===== config.mk =====
export PLATFORM = sky130hd
export DESIGN_NAME = date_minus_days
export DESIGN_NICKNAME = d
export VERILOG_FILES = /design/src/rtl/core/dmd_pkg.sv /design/src/rtl/core/dmd_ctrl.sv /design/src/rtl/core/dmd_datapath.sv /design/src/rtl/core/date_minus_days.sv
export SDC_FILE = /design/constraint.sdc
export NUM_CORES = 1
export LEC_CHECK = 0
export ABC_AREA = 0
export ABC_CLOCK_PERIOD_IN_PS = 15100
export BUFFER_PORTS_ARGS = -buffer_cell sky130_fd_sc_hd__buf_2
export CAP_MARGIN = 10
export CORE_MARGIN = 2
export CORE_UTILIZATION = 55
export DETAILED_ROUTE_END_ITERATION = 8
export HOLD_SLACK_MARGIN = 0.06
export PLACE_DENSITY = 0.76
export SLEW_MARGIN = 20
export SYNTH_ARGS = -nofsm -noshare
export SYNTH_HDL_FRONTEND = slang
export SYNTH_HIERARCHICAL = 1
export SYNTH_SLANG_ARGS = --single-unit
export TNS_END_PERCENT = 100

===== constraint.sdc =====
create_clock -name clk -period 15.1 [get_ports clk]
set_clock_uncertainty 0.05 [all_clocks]
set_input_delay 3.02 -clock clk [delete_from_list [all_inputs] [get_ports clk]]
set_output_delay 3.02 -clock clk [all_outputs]
set_load 0.005 [all_outputs]

===== src/rtl/core/dmd_pkg.sv =====
package dmd_pkg;

  localparam int YEAR_BITS   = 16;
  localparam int COUNT_BITS  = 16;
  localparam int DAY_BITS    = 5;
  localparam int MONTH_BITS  = 4;
  localparam int STATUS_BITS = 2;

  localparam int REM_BITS    = 9;
  localparam int REM_MOD     = 400;

  // year mod 400 is 16 * ((year >> 4) mod 25) + the low four year bits
  localparam int YHI_BITS    = YEAR_BITS - 4;
  localparam int REM_MOD_HI  = REM_MOD / 16;
  localparam int RECIP_SHIFT = YEAR_BITS + 1;
  localparam int RECIP_BITS  = YEAR_BITS - 3;
  localparam logic [RECIP_BITS-1:0] RECIP_HI =
    RECIP_BITS'(((64'd1 << RECIP_SHIFT) + 64'(REM_MOD_HI - 1)) / 64'(REM_MOD_HI));

  localparam logic [MONTH_BITS-1:0] MONTH_JAN = 4'd1;
  localparam logic [MONTH_BITS-1:0] MONTH_FEB = 4'd2;
  localparam logic [MONTH_BITS-1:0] MONTH_APR = 4'd4;
  localparam logic [MONTH_BITS-1:0] MONTH_JUN = 4'd6;
  localparam logic [MONTH_BITS-1:0] MONTH_SEP = 4'd9;
  localparam logic [MONTH_BITS-1:0] MONTH_NOV = 4'd11;
  localparam logic [MONTH_BITS-1:0] MONTH_DEC = 4'd12;

  localparam logic [DAY_BITS-1:0] LEN_LONG  = 5'd31;
  localparam logic [DAY_BITS-1:0] LEN_SHORT = 5'd30;
  localparam logic [DAY_BITS-1:0] LEN_LEAP  = 5'd29;
  localparam logic [DAY_BITS-1:0] LEN_FEB   = 5'd28;

  typedef enum logic [STATUS_BITS-1:0] {
    ST_OK      = 2'd0,
    ST_INVALID = 2'd1,
    ST_UNDER   = 2'd2
  } status_t;

  typedef enum logic [2:0] {
    S_IDLE,
    S_MOD,
    S_CHECK,
    S_STEP,
    S_DONE
  } state_t;

  typedef struct packed {
    logic load;
    logic mod_step;
    logic set_invalid;
    logic step;
  } cmd_t;

  typedef struct packed {
    logic mod_done;
    logic date_ok;
    logic step_done;
  } stat_t;

  // rem is the year modulo 400
  function automatic logic is_leap(input logic [REM_BITS-1:0] rem);
    logic century;
    century = (rem == REM_BITS'(100)) || (rem == REM_BITS'(200)) ||
              (rem == REM_BITS'(300));
    return (rem[1:0] == 2'b00) && !century;
  endfunction

  function automatic logic [DAY_BITS-1:0] month_len(input logic [MONTH_BITS-1:0] m,
                                                   input logic leap);
    logic [DAY_BITS-1:0] len;
    case (m) inside
      MONTH_FEB:                                   len = leap ? LEN_LEAP : LEN_FEB;
      MONTH_APR, MONTH_JUN, MONTH_SEP, MONTH_NOV:  len = LEN_SHORT;
      default:                                     len = LEN_LONG;
    endcase
    return len;
  endfunction

endpackage


===== src/rtl/core/dmd_ctrl.sv =====
module dmd_ctrl (
  input  logic            clk,
  input  logic            rst_n,
  input  logic            in_valid,
  output logic            in_stall,
  output logic            out_valid,
  input  logic            out_stall,
  input  dmd_pkg::stat_t  stat,
  output dmd_pkg::cmd_t   cmd
);

  dmd_pkg::state_t state_r, state_nxt;

  always_ff @(posedge clk) begin
    if (!rst_n) begin
      state_r <= dmd_pkg::S_IDLE;
    end else begin
      state_r <= state_nxt;
    end
  end

  always_comb begin
    state_nxt = state_r;
    unique case (state_r)
      dmd_pkg::S_IDLE:  if (in_valid) state_nxt = dmd_pkg::S_MOD;
      dmd_pkg::S_MOD:   if (stat.mod_done) state_nxt = dmd_pkg::S_CHECK;
      dmd_pkg::S_CHECK: state_nxt = stat.date_ok ? dmd_pkg::S_STEP : dmd_pkg::S_DONE;
      dmd_pkg::S_STEP:  if (stat.step_done) state_nxt = dmd_pkg::S_DONE;
      dmd_pkg::S_DONE:  if (!out_stall) state_nxt = dmd_pkg::S_IDLE;
      default:          state_nxt = dmd_pkg::S_IDLE;
    endcase
  end

  always_comb begin
    cmd       = '0;
    in_stall  = 1'b1;
    out_valid = 1'b0;
    unique case (state_r)
      dmd_pkg::S_IDLE: begin
        in_stall = 1'b0;
        cmd.load = in_valid;
      end
      dmd_pkg::S_MOD:   cmd.mod_step    = !stat.mod_done;
      dmd_pkg::S_CHECK: cmd.set_invalid = !stat.date_ok;
      dmd_pkg::S_STEP:  cmd.step        = !stat.step_done;
      dmd_pkg::S_DONE:  out_valid       = 1'b1;
      default:          cmd = '0;
    endcase
  end

  a_load_to_mod: assert property (@(posedge clk) disable iff (!rst_n)
    cmd.load |=> state_r == dmd_pkg::S_MOD)
    else $error("load did not start the year reduction");

  a_held_result: assert property (@(posedge clk) disable iff (!rst_n)
    out_valid && out_stall |=> out_valid)
    else $error("result dropped while stalled");

  a_one_cmd: assert property (@(posedge clk) disable iff (!rst_n)
    $onehot0(cmd))
    else $error("more than one datapath command");

endmodule


===== src/rtl/core/dmd_datapath.sv =====
module dmd_datapath (
  input  logic                               clk,
  input  logic                               rst_n,
  input  dmd_pkg::cmd_t                      cmd,
  output dmd_pkg::stat_t                     stat,
  input  logic [dmd_pkg::DAY_BITS-1:0]       in_day,
  input  logic [dmd_pkg::MONTH_BITS-1:0]     in_month,
  input  logic [dmd_pkg::YEAR_BITS-1:0]      in_year,
  input  logic [dmd_pkg::COUNT_BITS-1:0]     in_days_back,
  output logic [dmd_pkg::DAY_BITS-1:0]       out_result_day,
  output logic [dmd_pkg::MONTH_BITS-1:0]     out_result_month,
  output logic [dmd_pkg::YEAR_BITS-1:0]      out_result_year,
  output logic [dmd_pkg::STATUS_BITS-1:0]    out_status
);

  localparam int YB = dmd_pkg::YEAR_BITS;
  localparam int RB = dmd_pkg::REM_BITS;
  localparam int HB = dmd_pkg::YHI_BITS;

  logic [dmd_pkg::DAY_BITS-1:0]    day_r, day_nxt;
  logic [dmd_pkg::MONTH_BITS-1:0]  month_r, month_nxt;
  logic [YB-1:0]                   year_r, year_nxt;
  logic [dmd_pkg::COUNT_BITS-1:0]  count_r, count_nxt;
  logic                            mod_done_r, mod_done_nxt;
  logic [RB-1:0]                   rem_r, rem_nxt;
  dmd_pkg::status_t                status_r, status_nxt;

  logic [HB-1:0]                   year_hi;
  logic [HB+dmd_pkg::RECIP_BITS-1:0] recip_prod;
  logic [HB-1:0]                   quot_hi;
  logic [HB-1:0]                   rem_hi;
  logic [RB-1:0]                   year_rem;
  logic                            leap;
  logic [dmd_pkg::DAY_BITS-1:0]    cur_len;
  logic [dmd_pkg::DAY_BITS-1:0]    prev_len;
  logic                            at_origin;

  // year mod 400 by reciprocal multiplication on the year above its low four bits
  assign year_hi    = year_r[YB-1:4];
  assign recip_prod = year_hi * dmd_pkg::RECIP_HI;
  assign quot_hi    = HB'(recip_prod[dmd_pkg::RECIP_SHIFT +: HB-4]);
  assign rem_hi     = year_hi - quot_hi * HB'(dmd_pkg::REM_MOD_HI);
  assign year_rem   = {rem_hi[RB-5:0], year_r[3:0]};

  assign leap      = dmd_pkg::is_leap(rem_r);
  assign cur_len   = dmd_pkg::month_len(month_r, leap);
  assign prev_len  = dmd_pkg::month_len(month_r - 4'd1, leap);
  assign at_origin = (day_r == 5'd1) && (month_r == dmd_pkg::MONTH_JAN) &&
                     (year_r == YB'(1));

  assign stat.mod_done  = mod_done_r;
  assign stat.date_ok   = (month_r >= dmd_pkg::MONTH_JAN) && (month_r <= dmd_pkg::MONTH_DEC) &&
                          (year_r != '0) && (day_r != '0) && (day_r <= cur_len);
  assign stat.step_done = (count_r == '0) || (status_r == dmd_pkg::ST_UNDER);

  always_comb begin
    day_nxt      = day_r;
    month_nxt    = month_r;
    year_nxt     = year_r;
    count_nxt    = count_r;
    mod_done_nxt = mod_done_r;
    rem_nxt      = rem_r;
    status_nxt   = status_r;
    if (cmd.load) begin
      day_nxt      = in_day;
      month_nxt    = in_month;
      year_nxt     = in_year;
      count_nxt    = in_days_back;
      mod_done_nxt = 1'b0;
      rem_nxt      = '0;
      status_nxt   = dmd_pkg::ST_OK;
    end else if (cmd.mod_step) begin
      rem_nxt      = year_rem;
      mod_done_nxt = 1'b1;
    end else if (cmd.set_invalid) begin
      status_nxt = dmd_pkg::ST_INVALID;
    end else if (cmd.step) begin
      if (at_origin) begin
        status_nxt = dmd_pkg::ST_UNDER;
      end else begin
        count_nxt = count_r - 1'b1;
        if (day_r != 5'd1) begin
          day_nxt = day_r - 5'd1;
        end else if (month_r != dmd_pkg::MONTH_JAN) begin
          month_nxt = month_r - 4'd1;
          day_nxt   = prev_len;
        end else begin
          year_nxt  = year_r - 1'b1;
          month_nxt = dmd_pkg::MONTH_DEC;
          day_nxt   = dmd_pkg::LEN_LONG;
          rem_nxt   = (rem_r == '0) ? RB'(dmd_pkg::REM_MOD - 1) : rem_r - 1'b1;
        end
      end
    end
  end

  always_ff @(posedge clk) begin
    if (!rst_n) begin
      mod_done_r <= 1'b0;
      rem_r      <= '0;
      status_r   <= dmd_pkg::ST_OK;
    end else begin
      mod_done_r <= mod_done_nxt;
      rem_r      <= rem_nxt;
      status_r   <= status_nxt;
    end
  end

  always_ff @(posedge clk) begin
    day_r   <= day_nxt;
    month_r <= month_nxt;
    year_r  <= year_nxt;
    count_r <= count_nxt;
  end

  assign out_result_day   = day_r;
  assign out_result_month = month_r;
  assign out_result_year  = year_r;
  assign out_status       = status_r;

  a_rem_range: assert property (@(posedge clk) disable iff (!rst_n)
    rem_r < RB'(dmd_pkg::REM_MOD))
    else $error("year residue out of range");

  a_step_count: assert property (@(posedge clk) disable iff (!rst_n)
    cmd.step |=> (count_r == $past(count_r) - 1'b1) || (status_r == dmd_pkg::ST_UNDER))
    else $error("day step did not consume the count");

  a_under_origin: assert property (@(posedge clk) disable iff (!rst_n)
    status_r == dmd_pkg::ST_UNDER |-> day_r == 5'd1 && month_r == dmd_pkg::MONTH_JAN &&
    year_r == YB'(1))
    else $error("underflow away from the origin date");

  a_step_nonzero: assert property (@(posedge clk) disable iff (!rst_n)
    cmd.step |-> count_r != '0)
    else $error("step issued with nothing left to count");

endmodule


===== src/rtl/core/date_minus_days.sv =====
// date_minus_days: Gregorian date minus a count of days
//
// input channel: in_valid / in_stall with in_day, in_month, in_year and
// in_days_back. a request is taken when in_valid is high and in_stall low.
// only one request is in flight; in_stall stays high until its result is taken.
// result channel: out_valid / out_stall with out_result_day, out_result_month,
// out_result_year and out_status (0 ok, 1 invalid date echoed, 2 underflow,
// held at 1/1/1).
// sequence: after the accepting edge the year is reduced modulo 400, the
// date is checked, then the date steps back one day at a time until the
// count is used up (an invalid date skips the loop, an underflow stops at
// 1/1/1), and then out_valid rises.
// the next request is taken the cycle after the result is accepted, so
// requests are handled one at a time; the day stepping loop sets how often
// a new request can be taken.
// reset: synchronous active low rst_n returns the controller to idle with no
// result pending. a stalled result holds its value until out_stall drops.
module date_minus_days (
  input  logic                               clk,
  input  logic                               rst_n,
  input  logic                               in_valid,
  output logic                               in_stall,
  input  logic [dmd_pkg::DAY_BITS-1:0]       in_day,
  input  logic [dmd_pkg::MONTH_BITS-1:0]     in_month,
  input  logic [dmd_pkg::YEAR_BITS-1:0]      in_year,
  input  logic [dmd_pkg::COUNT_BITS-1:0]     in_days_back,
  output logic                               out_valid,
  input  logic                               out_stall,
  output logic [dmd_pkg::DAY_BITS-1:0]       out_result_day,
  output logic [dmd_pkg::MONTH_BITS-1:0]     out_result_month,
  output logic [dmd_pkg::YEAR_BITS-1:0]      out_result_year,
  output logic [dmd_pkg::STATUS_BITS-1:0]    out_status
);

  dmd_pkg::cmd_t  cmd;
  dmd_pkg::stat_t stat;

  dmd_ctrl u_ctrl (
    .clk       (clk),
    .rst_n     (rst_n),
    .in_valid  (in_valid),
    .in_stall  (in_stall),
    .out_valid (out_valid),
    .out_stall (out_stall),
    .stat      (stat),
    .cmd       (cmd)
  );

  dmd_datapath u_datapath (
    .clk              (clk),
    .rst_n            (rst_n),
    .cmd              (cmd),
    .stat             (stat),
    .in_day           (in_day),
    .in_month         (in_month),
    .in_year          (in_year),
    .in_days_back     (in_days_back),
    .out_result_day   (out_result_day),
    .out_result_month (out_result_month),
    .out_result_year  (out_result_year),
    .out_status       (out_status)
  );

endmodule


==> summary.md <==
The synthesized design contains 41 enable-type register cells. Counting the buffers created by CTS gives 5. Counting I/O delays and the setup requirement, the final critical path takes 7370 ps. By area the synthesized netlist is led by ha_1 (20%), edfxtp_1 (19%), fa_1 (14%), inv_1 (7.6%), xnor2_1 (4.8%). Post-synthesis average cell area: 9.05 um^2.

The detail route stage leaves a number of antenna-violating nets equal to 0. The hold violation count in the final report is 0. The count of pins over their slew limit was 0; the final worst-path cycle share was 48.8%.

The synthesized netlist devotes 11.3% of its cell area to compound gates. For the pin with the worst max-slew slack, the measured transition is 896 ps. The cell family contributing the most delay on the critical path is adder cells. The combinational family with the most area after synthesis is adder cells. The critical path class was reg2reg. Post-CTS timing repair inserted 0 buffers for setup.

The total vias in the final route was 5,195. The tools report the buffer cell driving the clock tree root as clkbuf_16. In this run the worst path has a maximum fanout of 10.

0 antenna diodes ended up in the layout. The total track usage is 23.6%, and the area of the core is 11,500 um^2. Of the post-synthesis cell area, the part taken by muxes is 0.653%.

In the final layout, the multi-input gates occupy 4410 um^2. The post-synthesis sequential element count was 56; the number of gates resized after cts was 0. Of the total synthesized cell area, the portion taken by XOR and XNOR cells is 6.53%.

For the highest achievable clock rate, the log shows 136 MHz. The count of max-cap constraint violations is 0. The critical path crosses 26 cells after its start point. The path class of the tightest hold or removal check is reg2reg. At the end of the flow, the number of nets in the layout was 981. In the final routed layout, each cell accounts on average for 16.0 um.

Counting instances, the worst hold path has a depth of 2. The overall die width is 113 um, and the summed negative setup slack over all endpoints is 0 ps. The async set or reset register ratio after synthesis was 0%. The initial antenna violation count is 0, and the clock transition at the registers of the reported paths is 70 ps.

The run finished with clean final reports. The run gives 915 as the net count of the mapped netlist. The worst relative slew slack was 40.2%. Among the stages of the critical path, the cell type that occurs most often is inv_1.

After Yosys synthesis, and, or, nand and nor cells account for 15.1% of the synthesized area. After synthesis, flip-flops and latches occupy 23.5% of the total area. The first global-routing pass estimated 24.2 mm of wire. The half-perimeter wire length after detailed placement was 12.0 mm. After detailed routing, the number of vias per cell comes to 5.59.

Relative to the synthesized area, the layout overhead comes to 10.1%. In the synthesized netlist, the cells that appear most often are inv_1 (132), ha_1 (106), nand2_1 (71), fa_1 (44), o21ai_0 (43). The H-tree generated during clock tree synthesis spans 2 levels.

The unique cell type count in the Yosys netlist is 74, and the final number of setup-violating endpoints is 0. Total congestion overflow: 0. On the critical path, the stage with the largest delay is an instance of edfxtp_1. The sum of buffers and inverters on the critical path works out to 6. Summing all placed instances gives a cell area of 7010 um^2. The logs give 70 for the largest net degree at the start of global routing and 2 for the deepest clock path buffer count.

At the later pin of the worst-skew pair, clock insertion delay measures 300 ps. The die covers 12,700 um^2. TritonCTS built the clock tree.

Synthesis produced 720 cells. The logs give 39 for the number of placement rows and 7510 ps for the data arrival time of the critical path. The clock sink total came out at 56. The violation count after the first detailed-routing iteration is 387. The quantity of hold-fixing buffers added after cts was 0. Delay contributed by the slowest stage of the critical path: 610 ps.

The sequential cells in the finished layout cover a total of 1530 um^2. STA classifies the critical path endpoint as a flip-flop. After routing the design area is 7170 um^2. The final layout contains routed wiring with a total length of 14.9 mm.

The top cell type by area accounts for 20.4% of the synthesized area. The most used flip-flop cell after synthesis is edfxtp_1. The number of search-and-repair iterations in the first detailed-routing pass is 5. The data required time at the worst endpoint was 15,240 ps. In this run the tool buffered the top-level ports with 73 buffer cells. The number of cells traversed by the worst register-to-register path was 26. Summing every instance area after synthesis gives 6510 um^2. The adder-cell share of the synthesized area was 33.9%. STA classifies the critical path startpoint as a flip-flop.

Setup repair after global routing left no endpoint under its margin. The tools report the DRC violation count after routing as 0. 74 I/O pins were placed. Yosys printed 6 warnings. The share of layout cells above drive strength 1 came out at 12.7%. Cell type with the highest aggregate area in the netlist: ha_1. The final estimated routing congestion in global placement is 0.939. The most common cell in the synthesized netlist was inv_1. The via count of the first global-routing pass was 5,152; the vertical die dimension was 113 um. After filler insertion, the fill cell instance count of the layout stands at 980. Once the floorplan was initialized, standard cells occupied 56.8% of the core.
## sequential cells by signal, summed over array words and instances, names as in the netlist
name and flops:
u_datapath/out_result_year 16, u_datapath/count_r 16, u_ctrl/state_r 3, u_datapath/mod_done_r 1, u_datapath/rem_r 9, u_datapath/out_result_month 4, u_datapath/out_result_day 5, u_datapath/out_status 2
## worst register-to-register path, stage by stage, from the launching register on
cell      delay (ps)
edfxtp_1         610
inv_1            140
ha_1             340
inv_1             70
fa_1             540
inv_1             60
fa_1             520
inv_1             50
fa_1             520
fa_1             550
inv_1             40
ha_1             300
a21oi_1          190
o22ai_1          130
a211o_1          350
or2_4            260
a311o_1          410
ha_1             290
ha_1             330
fa_1             440
inv_1             80
a21o_1           110
a21oi_1           80
xnor2_1          200
xnor2_1          160
xnor3_1          230
a32o_1           210
## area by class of cell
class / count / area share, %
clock buffer: 6 / 1.80
clock inverter: 2 / 0.488
inverter: 134 / 7.01
multi-input combinational: 513 / 61.5
sequential: 56 / 21.4
tap: 143 / 2.49
timing repair buffer: 76 / 5.41
## placed cells by master (no fill, tap or decap), types with 4 or more instances in the layout
| cell type | count |
|---|---|
| a21o_1 | 7 |
| a21oi_1 | 31 |
| a31oi_1 | 4 |
| and3_1 | 4 |
| buf_2 | 73 |
| clkbuf_16 | 5 |
| dfxtp_1 | 15 |
| edfxtp_1 | 41 |
| fa_1 | 44 |
| ha_1 | 106 |
| inv_1 | 132 |
| nand2_1 | 71 |
| nand3_1 | 12 |
| nand4_1 | 5 |
| nor2_1 | 41 |
| nor3_1 | 15 |
| nor3b_1 | 4 |
| o21ai_0 | 43 |
| or3_1 | 4 |
| xnor2_1 | 36 |
| xor2_1 | 10 |
## cell families after synthesis
group,after synthesis
DFF,56
xor gates and xnor gates,47
buffers and inverters,151
adders and majority gates,150
and+or+nand+nor,192
muxes,3
AOI/OAI and AO/OA,121
## path summary, 6_finish.rpt
check / start / endpoint / slack, ps
setup reg to reg: u_datapath/out_result_year[13] / u_datapath/rem_r[8] / 7730
setup / recovery: u_datapath/out_result_year[13] / u_datapath/rem_r[8] / 7730
hold / removal: u_datapath/out_status[0] / u_datapath/out_status[0] / 440
hold reg to reg: u_datapath/out_status[0] / u_datapath/out_status[0] / 440
## per-stage QoR
stage	cells	utilization (%)	setup WS, ps	hold WS (ps)
global placement	922	61.1	7980	418
floorplan	720	-	8350	392
detailed placement	922	61.1	7770	430
finish	930	62.6	7730	440
CTS	930	62.6	7770	442
global route	930	62.6	7460	460
## routing by layer
layer,global-route usage [%],vias up,share of wire [%]
li1,-,2545,-
met1,30.8,2438,44
met2,40.9,186,48
met3,3.80,26,6.5
met4,6.18,0,1.8
met5,0,-,0
Power is left out: the tool's default activity adds up to more than one toggle a clock period on the data nets, which glitch-free logic cannot reach.
